--- src/design/tsch_pkg.sv ---
// Shared types and codes of the timeout scheduler.
`default_nettype none
package tsch_pkg;

	localparam int unsigned POOL_SLOTS_DEF  = 16;
	localparam int unsigned ACTION_BITS_DEF = 8;

	localparam logic [1:0] KIND_SCHED  = 2'd0;
	localparam logic [1:0] KIND_CANCEL = 2'd1;
	localparam logic [1:0] KIND_TICK   = 2'd2;
	localparam logic [1:0] KIND_RSVD   = 2'd3;

	localparam logic RES_REPLY = 1'b0;
	localparam logic RES_FIRED = 1'b1;

	typedef struct packed {
		logic [1:0]  kind;
		logic [31:0] now;
		logic [31:0] delay;
		logic [7:0]  action_tag;
		logic [3:0]  handle_slot;
		logic [31:0] handle_version;
	} req_t;

	typedef struct packed {
		logic        result_kind;
		logic        ok;
		logic [3:0]  out_slot;
		logic [31:0] out_version;
		logic [7:0]  fired_action;
		logic [31:0] fire_time;
		logic        last;
	} rsp_t;

endpackage
`default_nettype wire

--- src/design/tsch_slot_ram.sv ---
// Slot memory: one write port, one read port, registered read data.
`default_nettype none
module tsch_slot_ram #(
	parameter int unsigned DEPTH = 16,
	parameter int unsigned WIDTH = 104,
	parameter int unsigned AW    = 4
) (
	input  wire logic             clk,
	input  wire logic             we,
	input  wire logic [AW-1:0]    waddr,
	input  wire logic [WIDTH-1:0] wdata,
	input  wire logic [AW-1:0]    raddr,
	output logic      [WIDTH-1:0] rdata
);

	logic [WIDTH-1:0] mem [DEPTH];

	always_ff @(posedge clk) begin
		if (we) begin
			mem[waddr] <= wdata;
		end
		rdata <= mem[raddr];
	end

endmodule
`default_nettype wire

--- src/design/timeout_scheduler.sv ---
// Timeout scheduler top level: slot flags, sequencer and output register.
//
//  channel | signals                        | role
//  req     | req_valid, req_ready, req      | schedule / cancel / tick transactions
//  rsp     | rsp_valid, rsp_ready, rsp      | schedule replies and fired timeouts
//
// Schedule: accept, then a write state that waits for the output register to be free;
// cancel: slot read at accept, then compare. Tick: accept, an activation pass over all
// slots, then per expired timer a scan over all slots and a decide step, plus one final
// scan, decide and flush step.
// Reset clears flags, counters and control; slot memory contents need no reset.
// A stalled rsp holds the output register and the one held fired result;
// req is taken only when the sequencer is idle.
`default_nettype none
module timeout_scheduler #(
	parameter int unsigned POOL_SLOTS  = tsch_pkg::POOL_SLOTS_DEF,
	parameter int unsigned ACTION_BITS = tsch_pkg::ACTION_BITS_DEF
) (
	input  wire logic           clk,
	input  wire logic           arst_n,
	input  wire logic           req_valid,
	output logic                req_ready,
	input  wire tsch_pkg::req_t req,
	output logic                rsp_valid,
	input  wire logic           rsp_ready,
	output tsch_pkg::rsp_t      rsp
);
	import tsch_pkg::*;

	localparam int unsigned SW = (POOL_SLOTS > 1) ? $clog2(POOL_SLOTS) : 1;
	localparam int unsigned CW = $clog2(POOL_SLOTS + 1);
	localparam int unsigned EW = 96 + ACTION_BITS;

	localparam logic [2:0] ST_IDLE   = 3'd0;
	localparam logic [2:0] ST_SCHED  = 3'd1;
	localparam logic [2:0] ST_CANCEL = 3'd2;
	localparam logic [2:0] ST_ACT    = 3'd3;
	localparam logic [2:0] ST_SCAN   = 3'd4;
	localparam logic [2:0] ST_DECIDE = 3'd5;
	localparam logic [2:0] ST_FLUSH  = 3'd6;

	function automatic logic [3:0] slot4(input logic [SW-1:0] s);
		logic [31:0] w;
		w = 32'(s);
		return w[3:0];
	endfunction

	function automatic logic [7:0] act8(input logic [ACTION_BITS-1:0] a);
		logic [31:0] w;
		w = 32'(a);
		return w[7:0];
	endfunction

	logic [2:0]             st_q;
	req_t                   item_q;
	logic [POOL_SLOTS-1:0]  inuse_q, pend_q, canc_q;
	logic [31:0]            nver_q, base_q;
	logic [CW-1:0]          pcnt_q, idx_q;
	logic                   v_s1;
	logic [SW-1:0]          slot_s1;
	logic                   best_v_q;
	logic [SW-1:0]          best_slot_q;
	logic [31:0]            best_due_q, best_rank_q, best_ver_q;
	logic [ACTION_BITS-1:0] best_act_q;
	logic                   held_v_q;
	rsp_t                   held_q;
	logic                   out_v_q;
	rsp_t                   out_q;

	logic                   we;
	logic [SW-1:0]          waddr, raddr;
	logic [EW-1:0]          wdata, rdata;

	logic [31:0]            r_due, r_ver, r_rank;
	logic [ACTION_BITS-1:0] r_act;
	logic [POOL_SLOTS-1:0]  free_mask, reclaim, pick_mask, inuse_sched;
	logic                   sel_ok;
	logic [SW-1:0]          sel_slot;
	logic                   can_push, push, fire, better, cand_act;
	rsp_t                   push_data, fired;
	logic [31:0]            tag32, hs32;
	logic [SW-1:0]          req_hs, item_hs;
	logic                   hs_ok, idx_end;

	assign r_due  = rdata[EW-1 -: 32];
	assign r_ver  = rdata[EW-33 -: 32];
	assign r_rank = rdata[EW-65 -: 32];
	assign r_act  = rdata[ACTION_BITS-1:0];

	assign tag32    = 32'(item_q.action_tag);
	assign hs32     = 32'(item_q.handle_slot);
	assign item_hs  = hs32[SW-1:0];
	assign hs_ok    = hs32 < POOL_SLOTS;
	assign can_push = !out_v_q || rsp_ready;
	assign idx_end  = (32'(idx_q) >= POOL_SLOTS);

	always_comb begin
		logic [31:0] rq;
		rq     = 32'(req.handle_slot);
		req_hs = rq[SW-1:0];
	end

	// lowest free slot, else lowest cancelled active slot
	always_comb begin
		free_mask = ~inuse_q;
		reclaim   = inuse_q & ~pend_q & canc_q;
		pick_mask = (|free_mask) ? free_mask : reclaim;
		sel_ok    = |pick_mask;
		sel_slot  = '0;
		for (int i = POOL_SLOTS - 1; i >= 0; i--) begin
			if (pick_mask[i]) begin
				sel_slot = SW'(i);
			end
		end
		inuse_sched = (|free_mask) ? inuse_q : (inuse_q & ~reclaim);
		inuse_sched[sel_slot] = 1'b1;
	end

	assign cand_act = inuse_q[slot_s1] && !pend_q[slot_s1];
	assign better   = !best_v_q || (r_due < best_due_q) ||
		((r_due == best_due_q) && (r_rank < best_rank_q));
	assign fire     = best_v_q && !(item_q.now < best_due_q);

	always_comb begin
		fired = '{result_kind: RES_FIRED, ok: 1'b0, out_slot: slot4(best_slot_q),
			out_version: best_ver_q, fired_action: act8(best_act_q),
			fire_time: item_q.now, last: 1'b0};
	end

	always_comb begin
		push      = 1'b0;
		push_data = held_q;
		unique case (st_q)
			ST_SCHED: begin
				push      = can_push;
				push_data = '{result_kind: RES_REPLY, ok: sel_ok, out_slot: slot4(sel_slot),
					out_version: sel_ok ? nver_q : 32'd0, fired_action: 8'd0,
					fire_time: 32'd0, last: 1'b1};
			end
			ST_DECIDE: begin
				push = fire && !canc_q[best_slot_q] && held_v_q && can_push;
			end
			ST_FLUSH: begin
				push           = held_v_q && can_push;
				push_data.last = 1'b1;
			end
			default: begin
				push = 1'b0;
			end
		endcase
	end

	always_comb begin
		we    = 1'b0;
		waddr = slot_s1;
		wdata = {r_due, r_ver, base_q + 32'(pcnt_q) - 32'd1 - r_rank, r_act};
		raddr = (st_q == ST_IDLE) ? req_hs : idx_q[SW-1:0];
		if (st_q == ST_SCHED) begin
			we    = can_push && sel_ok;
			waddr = sel_slot;
			wdata = {item_q.now + item_q.delay, nver_q, 32'(pcnt_q),
				tag32[ACTION_BITS-1:0]};
		end else if (st_q == ST_ACT) begin
			we = v_s1 && pend_q[slot_s1];
		end
	end

	tsch_slot_ram #(
		.DEPTH(POOL_SLOTS),
		.WIDTH(EW),
		.AW   (SW)
	) u_ram (
		.clk  (clk),
		.we   (we),
		.waddr(waddr),
		.wdata(wdata),
		.raddr(raddr),
		.rdata(rdata)
	);

	always_ff @(posedge clk or negedge arst_n) begin
		if (!arst_n) begin
			st_q     <= ST_IDLE;
			inuse_q  <= '0;
			pend_q   <= '0;
			canc_q   <= '0;
			nver_q   <= '0;
			base_q   <= '0;
			pcnt_q   <= '0;
			idx_q    <= '0;
			v_s1     <= 1'b0;
			best_v_q <= 1'b0;
			held_v_q <= 1'b0;
			out_v_q  <= 1'b0;
		end else begin
			if (push) begin
				out_v_q <= 1'b1;
			end else if (rsp_ready) begin
				out_v_q <= 1'b0;
			end
			unique case (st_q)
				ST_IDLE: begin
					if (req_valid) begin
						priority case (req.kind)
							KIND_SCHED:  st_q <= ST_SCHED;
							KIND_CANCEL: st_q <= ST_CANCEL;
							KIND_TICK: begin
								st_q  <= ST_ACT;
								idx_q <= '0;
								v_s1  <= 1'b0;
							end
							default: st_q <= ST_IDLE;
						endcase
					end
				end
				ST_SCHED: begin
					if (can_push) begin
						if (sel_ok) begin
							inuse_q          <= inuse_sched;
							pend_q[sel_slot] <= 1'b1;
							canc_q[sel_slot] <= 1'b0;
							nver_q           <= nver_q + 32'd1;
							pcnt_q           <= pcnt_q + CW'(1);
						end
						st_q <= ST_IDLE;
					end
				end
				ST_CANCEL: begin
					if (hs_ok && inuse_q[item_hs] && (r_ver == item_q.handle_version)) begin
						canc_q[item_hs] <= 1'b1;
					end
					st_q <= ST_IDLE;
				end
				ST_ACT: begin
					v_s1    <= !idx_end;
					slot_s1 <= idx_q[SW-1:0];
					if (!idx_end) begin
						idx_q <= idx_q + CW'(1);
					end
					if (v_s1) begin
						pend_q[slot_s1] <= 1'b0;
					end
					if (idx_end && !v_s1) begin
						base_q   <= base_q + 32'(pcnt_q);
						pcnt_q   <= '0;
						idx_q    <= '0;
						best_v_q <= 1'b0;
						st_q     <= ST_SCAN;
					end
				end
				ST_SCAN: begin
					v_s1    <= !idx_end;
					slot_s1 <= idx_q[SW-1:0];
					if (!idx_end) begin
						idx_q <= idx_q + CW'(1);
					end
					if (v_s1 && cand_act && better) begin
						best_v_q    <= 1'b1;
						best_slot_q <= slot_s1;
						best_due_q  <= r_due;
						best_rank_q <= r_rank;
						best_ver_q  <= r_ver;
						best_act_q  <= r_act;
					end
					if (idx_end && !v_s1) begin
						st_q <= ST_DECIDE;
					end
				end
				ST_DECIDE: begin
					if (!fire) begin
						st_q <= ST_FLUSH;
					end else if (canc_q[best_slot_q] || !held_v_q || can_push) begin
						// retire the winner and scan again
						inuse_q[best_slot_q] <= 1'b0;
						if (!canc_q[best_slot_q]) begin
							held_v_q <= 1'b1;
							held_q   <= fired;
						end
						idx_q    <= '0;
						v_s1     <= 1'b0;
						best_v_q <= 1'b0;
						st_q     <= ST_SCAN;
					end
				end
				ST_FLUSH: begin
					if (!held_v_q) begin
						st_q <= ST_IDLE;
					end else if (can_push) begin
						held_v_q <= 1'b0;
						st_q     <= ST_IDLE;
					end
				end
				default: st_q <= ST_IDLE;
			endcase
		end
	end

	always_ff @(posedge clk) begin
		if (st_q == ST_IDLE && req_valid) begin
			item_q <= req;
		end
		if (push) begin
			out_q <= push_data;
		end
	end

	assign req_ready = (st_q == ST_IDLE);
	assign rsp_valid = out_v_q;
	assign rsp       = out_q;

	a_pend_in_use: assert property (@(posedge clk) disable iff (!arst_n)
		(pend_q & ~inuse_q) == '0)
		else $error("pending slot not in use");
	// pending flags drain one by one during activation, the count at its end
	a_pcnt: assert property (@(posedge clk) disable iff (!arst_n)
		(st_q != ST_ACT) |-> (32'(pcnt_q) == $countones(pend_q)))
		else $error("pending count out of step with flags");
	a_idle_no_held: assert property (@(posedge clk) disable iff (!arst_n)
		req_ready |-> !held_v_q)
		else $error("held fired result left behind at idle");
	a_act_no_held: assert property (@(posedge clk) disable iff (!arst_n)
		(st_q == ST_ACT) |-> !held_v_q)
		else $error("held result during activation");

endmodule
`default_nettype wire

--- config.mk ---
export PLATFORM = sky130hd
export DESIGN_NAME = timeout_scheduler
export DESIGN_NICKNAME = d
export VERILOG_FILES = /design/src/design/tsch_pkg.sv /design/src/design/tsch_slot_ram.sv /design/src/design/timeout_scheduler.sv
export SDC_FILE = /design/constraint.sdc
export NUM_CORES = 2
export LEC_CHECK = 0
export BUFFER_PORTS_ARGS = -buffer_cell sky130_fd_sc_hd__buf_2
export CORE_MARGIN = 1
export CORE_UTILIZATION = 55
export CTS_CLUSTER_DIAMETER = 40
export DETAILED_ROUTE_END_ITERATION = 8
export HOLD_SLACK_MARGIN = 0.08
export PLACE_DENSITY = 0.8
export SYNTH_ARGS = -nofsm -noshare
export SYNTH_HDL_FRONTEND = slang
export SYNTH_SLANG_ARGS = --single-unit
--- constraint.sdc ---
create_clock -name clk -period 11.8 [get_ports clk]
set_input_delay 2.36 -clock clk [delete_from_list [all_inputs] [get_ports clk]]
set_output_delay 2.36 -clock clk [all_outputs]
set_load 0.005 [all_outputs]
# [Word-level counts from Yosys, hierarchy flattened]
# Memory sizes are Yosys's and may differ from the RTL's. A register that Yosys moved wholly into a read port is not among the register bits.
# Cells that the tools add are included.
[totals] regBits=504 mem_bits_rw=1664 out_inout_bits=81 elab_cells=247 n_memories=1
[memory_table] name="u_ram.mem" words=16 word_bits=104 read_ports=1 rd_clocked_by_memory_dff=1 write_ports=1 line="tsch_slot_ram.sv:16" source="logic [WIDTH-1:0] mem [DEPTH];"
[op_classes] add_sub_neg=7 n_lt_le_gt_ge=13 eq_ne=23 mux=93 bitwise=16 n_reduce_logical=60
[op_table] operator="2-to-1 mux 16 bit" count=12
[op_table] operator="2-to-1 mux 104 bit" count=1
[op_table] operator="bitwise AND 16 bit" count=6
[op_table] operator="less-than comparator 32 bit" count=3
[op_table] operator="inverter 16 bit" count=6
[op_table] operator="case mux 16 bit (2 select lines)" count=3
[op_table] operator="2-to-1 mux 76 bit" count=1
[op_table] operator="2-to-1 mux 4 bit" count=18
[op_table] operator="equality test 32 bit" count=2
[op_table] operator="bitwise OR 16 bit" count=3
[op_table] operator="2-to-1 mux 5 bit" count=9
[op_table] operator="adder 32 x 1 -> 32 bit (second input constant)" count=1
[op_table] operator="adder 32 bit" count=1
[op_table] operator="adder 32 x 5 -> 32 bit" count=1
[op_table] operator="2-to-1 mux 32 bit" count=1
[op_table] operator="OR reduction 16 bit" count=2
[op_table] operator="subtractor 32 x 1 -> 32 bit (second input constant)" count=1
[op_table] operator="subtractor 32 bit" count=1
[op_table] operator="less-than comparator 4 x 5 -> 1 bit (second input constant)" count=5
[op_table] operator="2-to-1 mux 1 bit" count=25
[op_table] operator="AND reduction 5 bit" count=5
[op_table] operator="2-to-1 mux 3 bit" count=7
[op_table] operator="!= test 2 bit (second input constant)" count=10
[op_table] operator="case mux 5 bit (4 select lines)" count=1
[op_table] operator="30 further kinds" count=87

# [Longest topological paths before layout]
[logic_depth] ltp_word=29 mapped_depth=23

# [By module]
# Synthesis repeated with hierarchy kept, for this count alone.
[hier_totals] hier_cells=5019 hier_area_um2=90566.9
[by_module_without_submodules] mod="tsch_slot_ram" instances=1 cells_per_inst=2662 area_each_um2=64257.9 seq_area_each_um2=52049.9
[by_module_without_submodules] mod="timeout_scheduler" instances=1 cells_per_inst=2357 area_each_um2=26309.0 seq_area_each_um2=14488.9

# [Worst setup path after synthesis]
# OpenSTA, ideal clock, no wires.
[synth_path] path_type="input port to flip-flop" from="input arst_n" to="register best_act_q[0], enable pin" setup_time_ns=0.634 arrival_ns=7.906 t_required_ns=11.166 setup_slack_ns=3.260 stages=2 path_cell_list="o2111ai_1 -> a41oi_1"
[synth_between] elab_chain_cells=1
[synth_rtl] element="start: declaration" line="timeout_scheduler.sv:20" source="input wire logic arst_n,"
[synth_rtl] element="AND reduction 3 bit (no source line)"
[synth_rtl] element="end signal: assignment" line="timeout_scheduler.sv:263" source="best_act_q <= r_act;"
[synth_rtl] element="end: declaration" line="timeout_scheduler.sv:64" source="logic [ACTION_BITS-1:0] best_act_q;"
# Every way passes these cells.
# A chain may end at the register's enable or synchronous reset.

# [Worst setup path after layout]
[layout_path] from="register inuse_q[5]" to="memory u_ram.mem[12][56], enable pin"
[layout_between] elab_chain_cells=20 word_cells_on_any_way=27 classes_between="21 x mux; 3 x bitwise; 3 x reduce/logical"
[layout_rtl] element="start: declaration" line="timeout_scheduler.sv:56" source="logic [POOL_SLOTS-1:0] inuse_q, pend_q, canc_q;"
[layout_rtl] element="start signal: assignment" line="timeout_scheduler.sv:219" source="inuse_q <= inuse_sched;"
[layout_rtl] element="inverter 16 bit" line="timeout_scheduler.sv:105" source="free_mask = ~inuse_q;"
[layout_rtl] element="OR reduction 16 bit" line="timeout_scheduler.sv:107" source="pick_mask = (|free_mask) ? free_mask : reclaim;"
[layout_rtl] element="2-to-1 mux 16 bit (*)" line="timeout_scheduler.sv:107"
[layout_rtl] element="2-to-1 mux 4 bit (16 in a row)" line="timeout_scheduler.sv:111" source="if (pick_mask[i]) begin"
[layout_rtl] element="2-to-1 mux 4 bit" line="timeout_scheduler.sv:158" source="if (st_q == ST_SCHED) begin"
[layout_rtl] element="end: declaration" line="tsch_slot_ram.sv:16"
# Mark *: on every way between the ends. The rest lies on a longest branch, timed or not.

==> flow_summary.toml <==
[worst_setup_path]
crit_buf_inv = 2
cp_slowest_cell = "buf_4"
startpoint_type = "flip-flop"
cp_data_arrival_time_ps = 6750
critical-path-max-stage-delay_ps = 970
worstPathRequired_ps = 12330
r2r_cells = 10
crit_path_end_kind = "flip-flop"
criticalPathCategory = "flip-flop to flip-flop"
path_max_fanout = 51
cp_num_cells = 10
crit_chain = "nand4_1 > or4_4 > o21ai_0 > nor2_1 > a21o_1 > nor3_4 > a21oi_1 > nor2_4 > buf_4 > buf_4"
cpLargestDelayFamily = "simple AND/OR/NAND/NOR gates"
cp_common_cell = "buf_4"

[finish]
layout-drive-gt1-share_pct = 20.8
fillCellCount = 10700
final_cell_count_no_fill = 7951
nets = 5842
diodes = 0
area_delta_synth_final_pct = 14.0

[floorplan]
row_count = 149
die_h_um = 409
start_util_pct = 55.4
die-area_mm2 = 0.167
fp.dieW_um = 409
coreArea_mm2 = 0.165
boundaryPins = 195

[timing]
tightest_slew_ps = 1470
period_minus_slack_ps = 6220
rsz0062_at_grt = "false"
timing.fmax_mhz = 161
hold_viol = 0
setup_viol = 0
relSlewSlack_pct = 1.89
clock_skew_ps = 83.8
fin_setup_tns_ps = 0
setup_ws_ps = 5580
fin_crit_sh_pct = 52.7
slew_violations = 0

[synthesis]
ys_ff_latch = 2272
seq_area_frac_synth_pct = 72.9
ys.warnings.count = 0
synth_fp_nets = 5502
syn_area_per_cell_um2 = 17.5
synthFlopType = "edfxtp_1"
synthCells = 5218
ys_types = 85
ys_async_sr_fraction_pct = 5.68
synthesis.area_mm2 = 0.0912
synth_edf_count = 2039

[routing]
viasPerCell = 6.39
wirelength_um = 225000
vias = 50800
ant_nets = 0
first_pass_iters = 7
wire_per_inst_um = 28.3
drtIter0Drc = 6205
route.detailed.drc = 0

[hold_path]
min_path_cells = 0
hold_path_class = "flip-flop to flip-flop"

[clocking]
ctsLongestPathBuffers = 4
cts_buffers = 278
clk_latency_ps = 930
cts_setup_buffers = 0
tritoncts = "built"
path_clk_slew_ps = 60
cts_hold_buf = 0
cts_sinks = 2272
post_cts_resized = 0
ctsRootBufferMaster = "clkbuf_16"
h-tree-depth = 5

[power]
power.total_mw = 26.5
powerDensity_mw_per_mm2 = 255
p_leak_nw = 36.3
ir_drop_mv = 0.233

[global_routing]
grt.overflow.total = 0
grt_first_pass_wirelength_um = 334000
grt_pass1_vias = 52400
grt_max_degree = 173
grt_util_all_layers_pct = 26.9
grt_antenna_before_repair = 8

[placed_design]
hpwl_um = 119000
dp.cells = 7467
io_buffers = 194
place.gp.congestion = 0.963
dp_slack_ps = 5210

[run_status]
outcome = "complete, no violations"

[job]
cap_violations = 0
-- worst paths after layout --
| check | startpoint | slack (ps) | to |
|---|---|---|---|
| min in group asynchronous | arst_n | 1470 | canc_q[13] |
| max in group asynchronous | arst_n | 8920 | pend_q[3] |
| worst min-delay path | best_act_q[6] | 400 | held_q[39] |
| worst min register to register | best_act_q[6] | 400 | held_q[39] |
| worst max register to register | inuse_q[5] | 5580 | u_ram.mem[12][56] |
| worst max-delay path | inuse_q[5] | 5580 | u_ram.mem[12][56] |
-- logic make-up (layout without fill, tap and decap cells) --
group	Yosys count	after routing	synth area share, %
buf+inv	360	904	1.56
simple gates	1104	1104	5.75
mux	446	446	10.9
flops	2272	2272	72.9
fa+ha+maj	170	170	2.36
xor+xnor	178	178	1.71
compound gates	688	688	4.83
-- synthesized netlist by cell type, types with 120 or more instances --
cell	number	share of area, %
clkbuf_1	164	0.67
edfxtp_1	2039	67
ha_1	167	2.3
o21ai_0	148	0.81
dfrtp_1	129	3.5
and2_1	159	1.1
a21oi_1	121	0.66
nor2_1	149	0.61
mux4_2	434	11
a31oi_1	120	0.82
nand2_1	540	2.2
inv_1	135	0.56
-- cell usage in the layout (no fill, tap or decap), types with 31 or more instances in the layout --
master,count
a31oi_1,120
nor2_1,132
dfrtp_1,129
clkbuf_1,44
edfxtp_1,2039
a21oi_1,121
dfxtp_1,104
clkbuf_16,281
nand2_1,540
a211oi_1,115
buf_4,77
inv_6,31
nand3_1,41
a21o_1,68
nand4_1,45
o21ai_0,147
inv_1,135
nand2b_1,37
xor2_1,68
mux4_2,434
buf_2,193
xnor2_1,110
ha_1,167
and2_1,158
-- through the flow --
step | hold WS, ps | utilization (%) | cell area [um^2]
after floorplan | 400 | - | 91200
after global placement | 401 | 57.7 | 95100
after detailed placement | 405 | 57.7 | 95100
after CTS | 403 | 63.1 | 104000
after global routing | 407 | 63.1 | 104000
final | 400 | 63.1 | 104000
-- sequential cells by signal, indices dropped and copies added (netlist names), 72 cells and up --
| register | cells |
|---|---|
| u_ram.mem | 1664 |
| rsp | 79 |
| item_q | 72 |
| u_ram.rdata | 104 |
| held_q | 76 |
-- cell type report --
cell class / count / area, um^2 / share of cell area, %
clock inverter: 150 / 1530 / 1.47
timing repair buffer: 284 / 1820 / 1.75
tap: 2189 / 2740 / 2.63
multi-input combinational: 2586 / 23500 / 22.6
sequential: 2272 / 66500 / 64.0
clock buffer: 334 / 7320 / 7.04
inverter: 136 / 515 / 0.496
-- routing by layer --
| metal | vias to the layer above | routed length (um) | global-route usage [%] |
|---|---|---|---|
| met4 | 6 | 9610 | 11.8 |
| met1 | 25900 | 82700 | 35.2 |
| met3 | 596 | 21400 | 5.18 |
| li1 | 21200 | - | - |
| met5 | - | 39 | 0 |
| met2 | 3195 | 112000 | 44.1 |
-- report_power, final --
part / switching [mW] / leakage [nW] / internal (mW)
clock: 3.37 / 4.29 / 4.88
sequential: 0.546 / 21.1 / 10.9
combinational: 4.30 / 11.0 / 2.47
total: 8.21 / 36.3 / 18.3
Note: power is estimated with default switching activity, not from simulation.
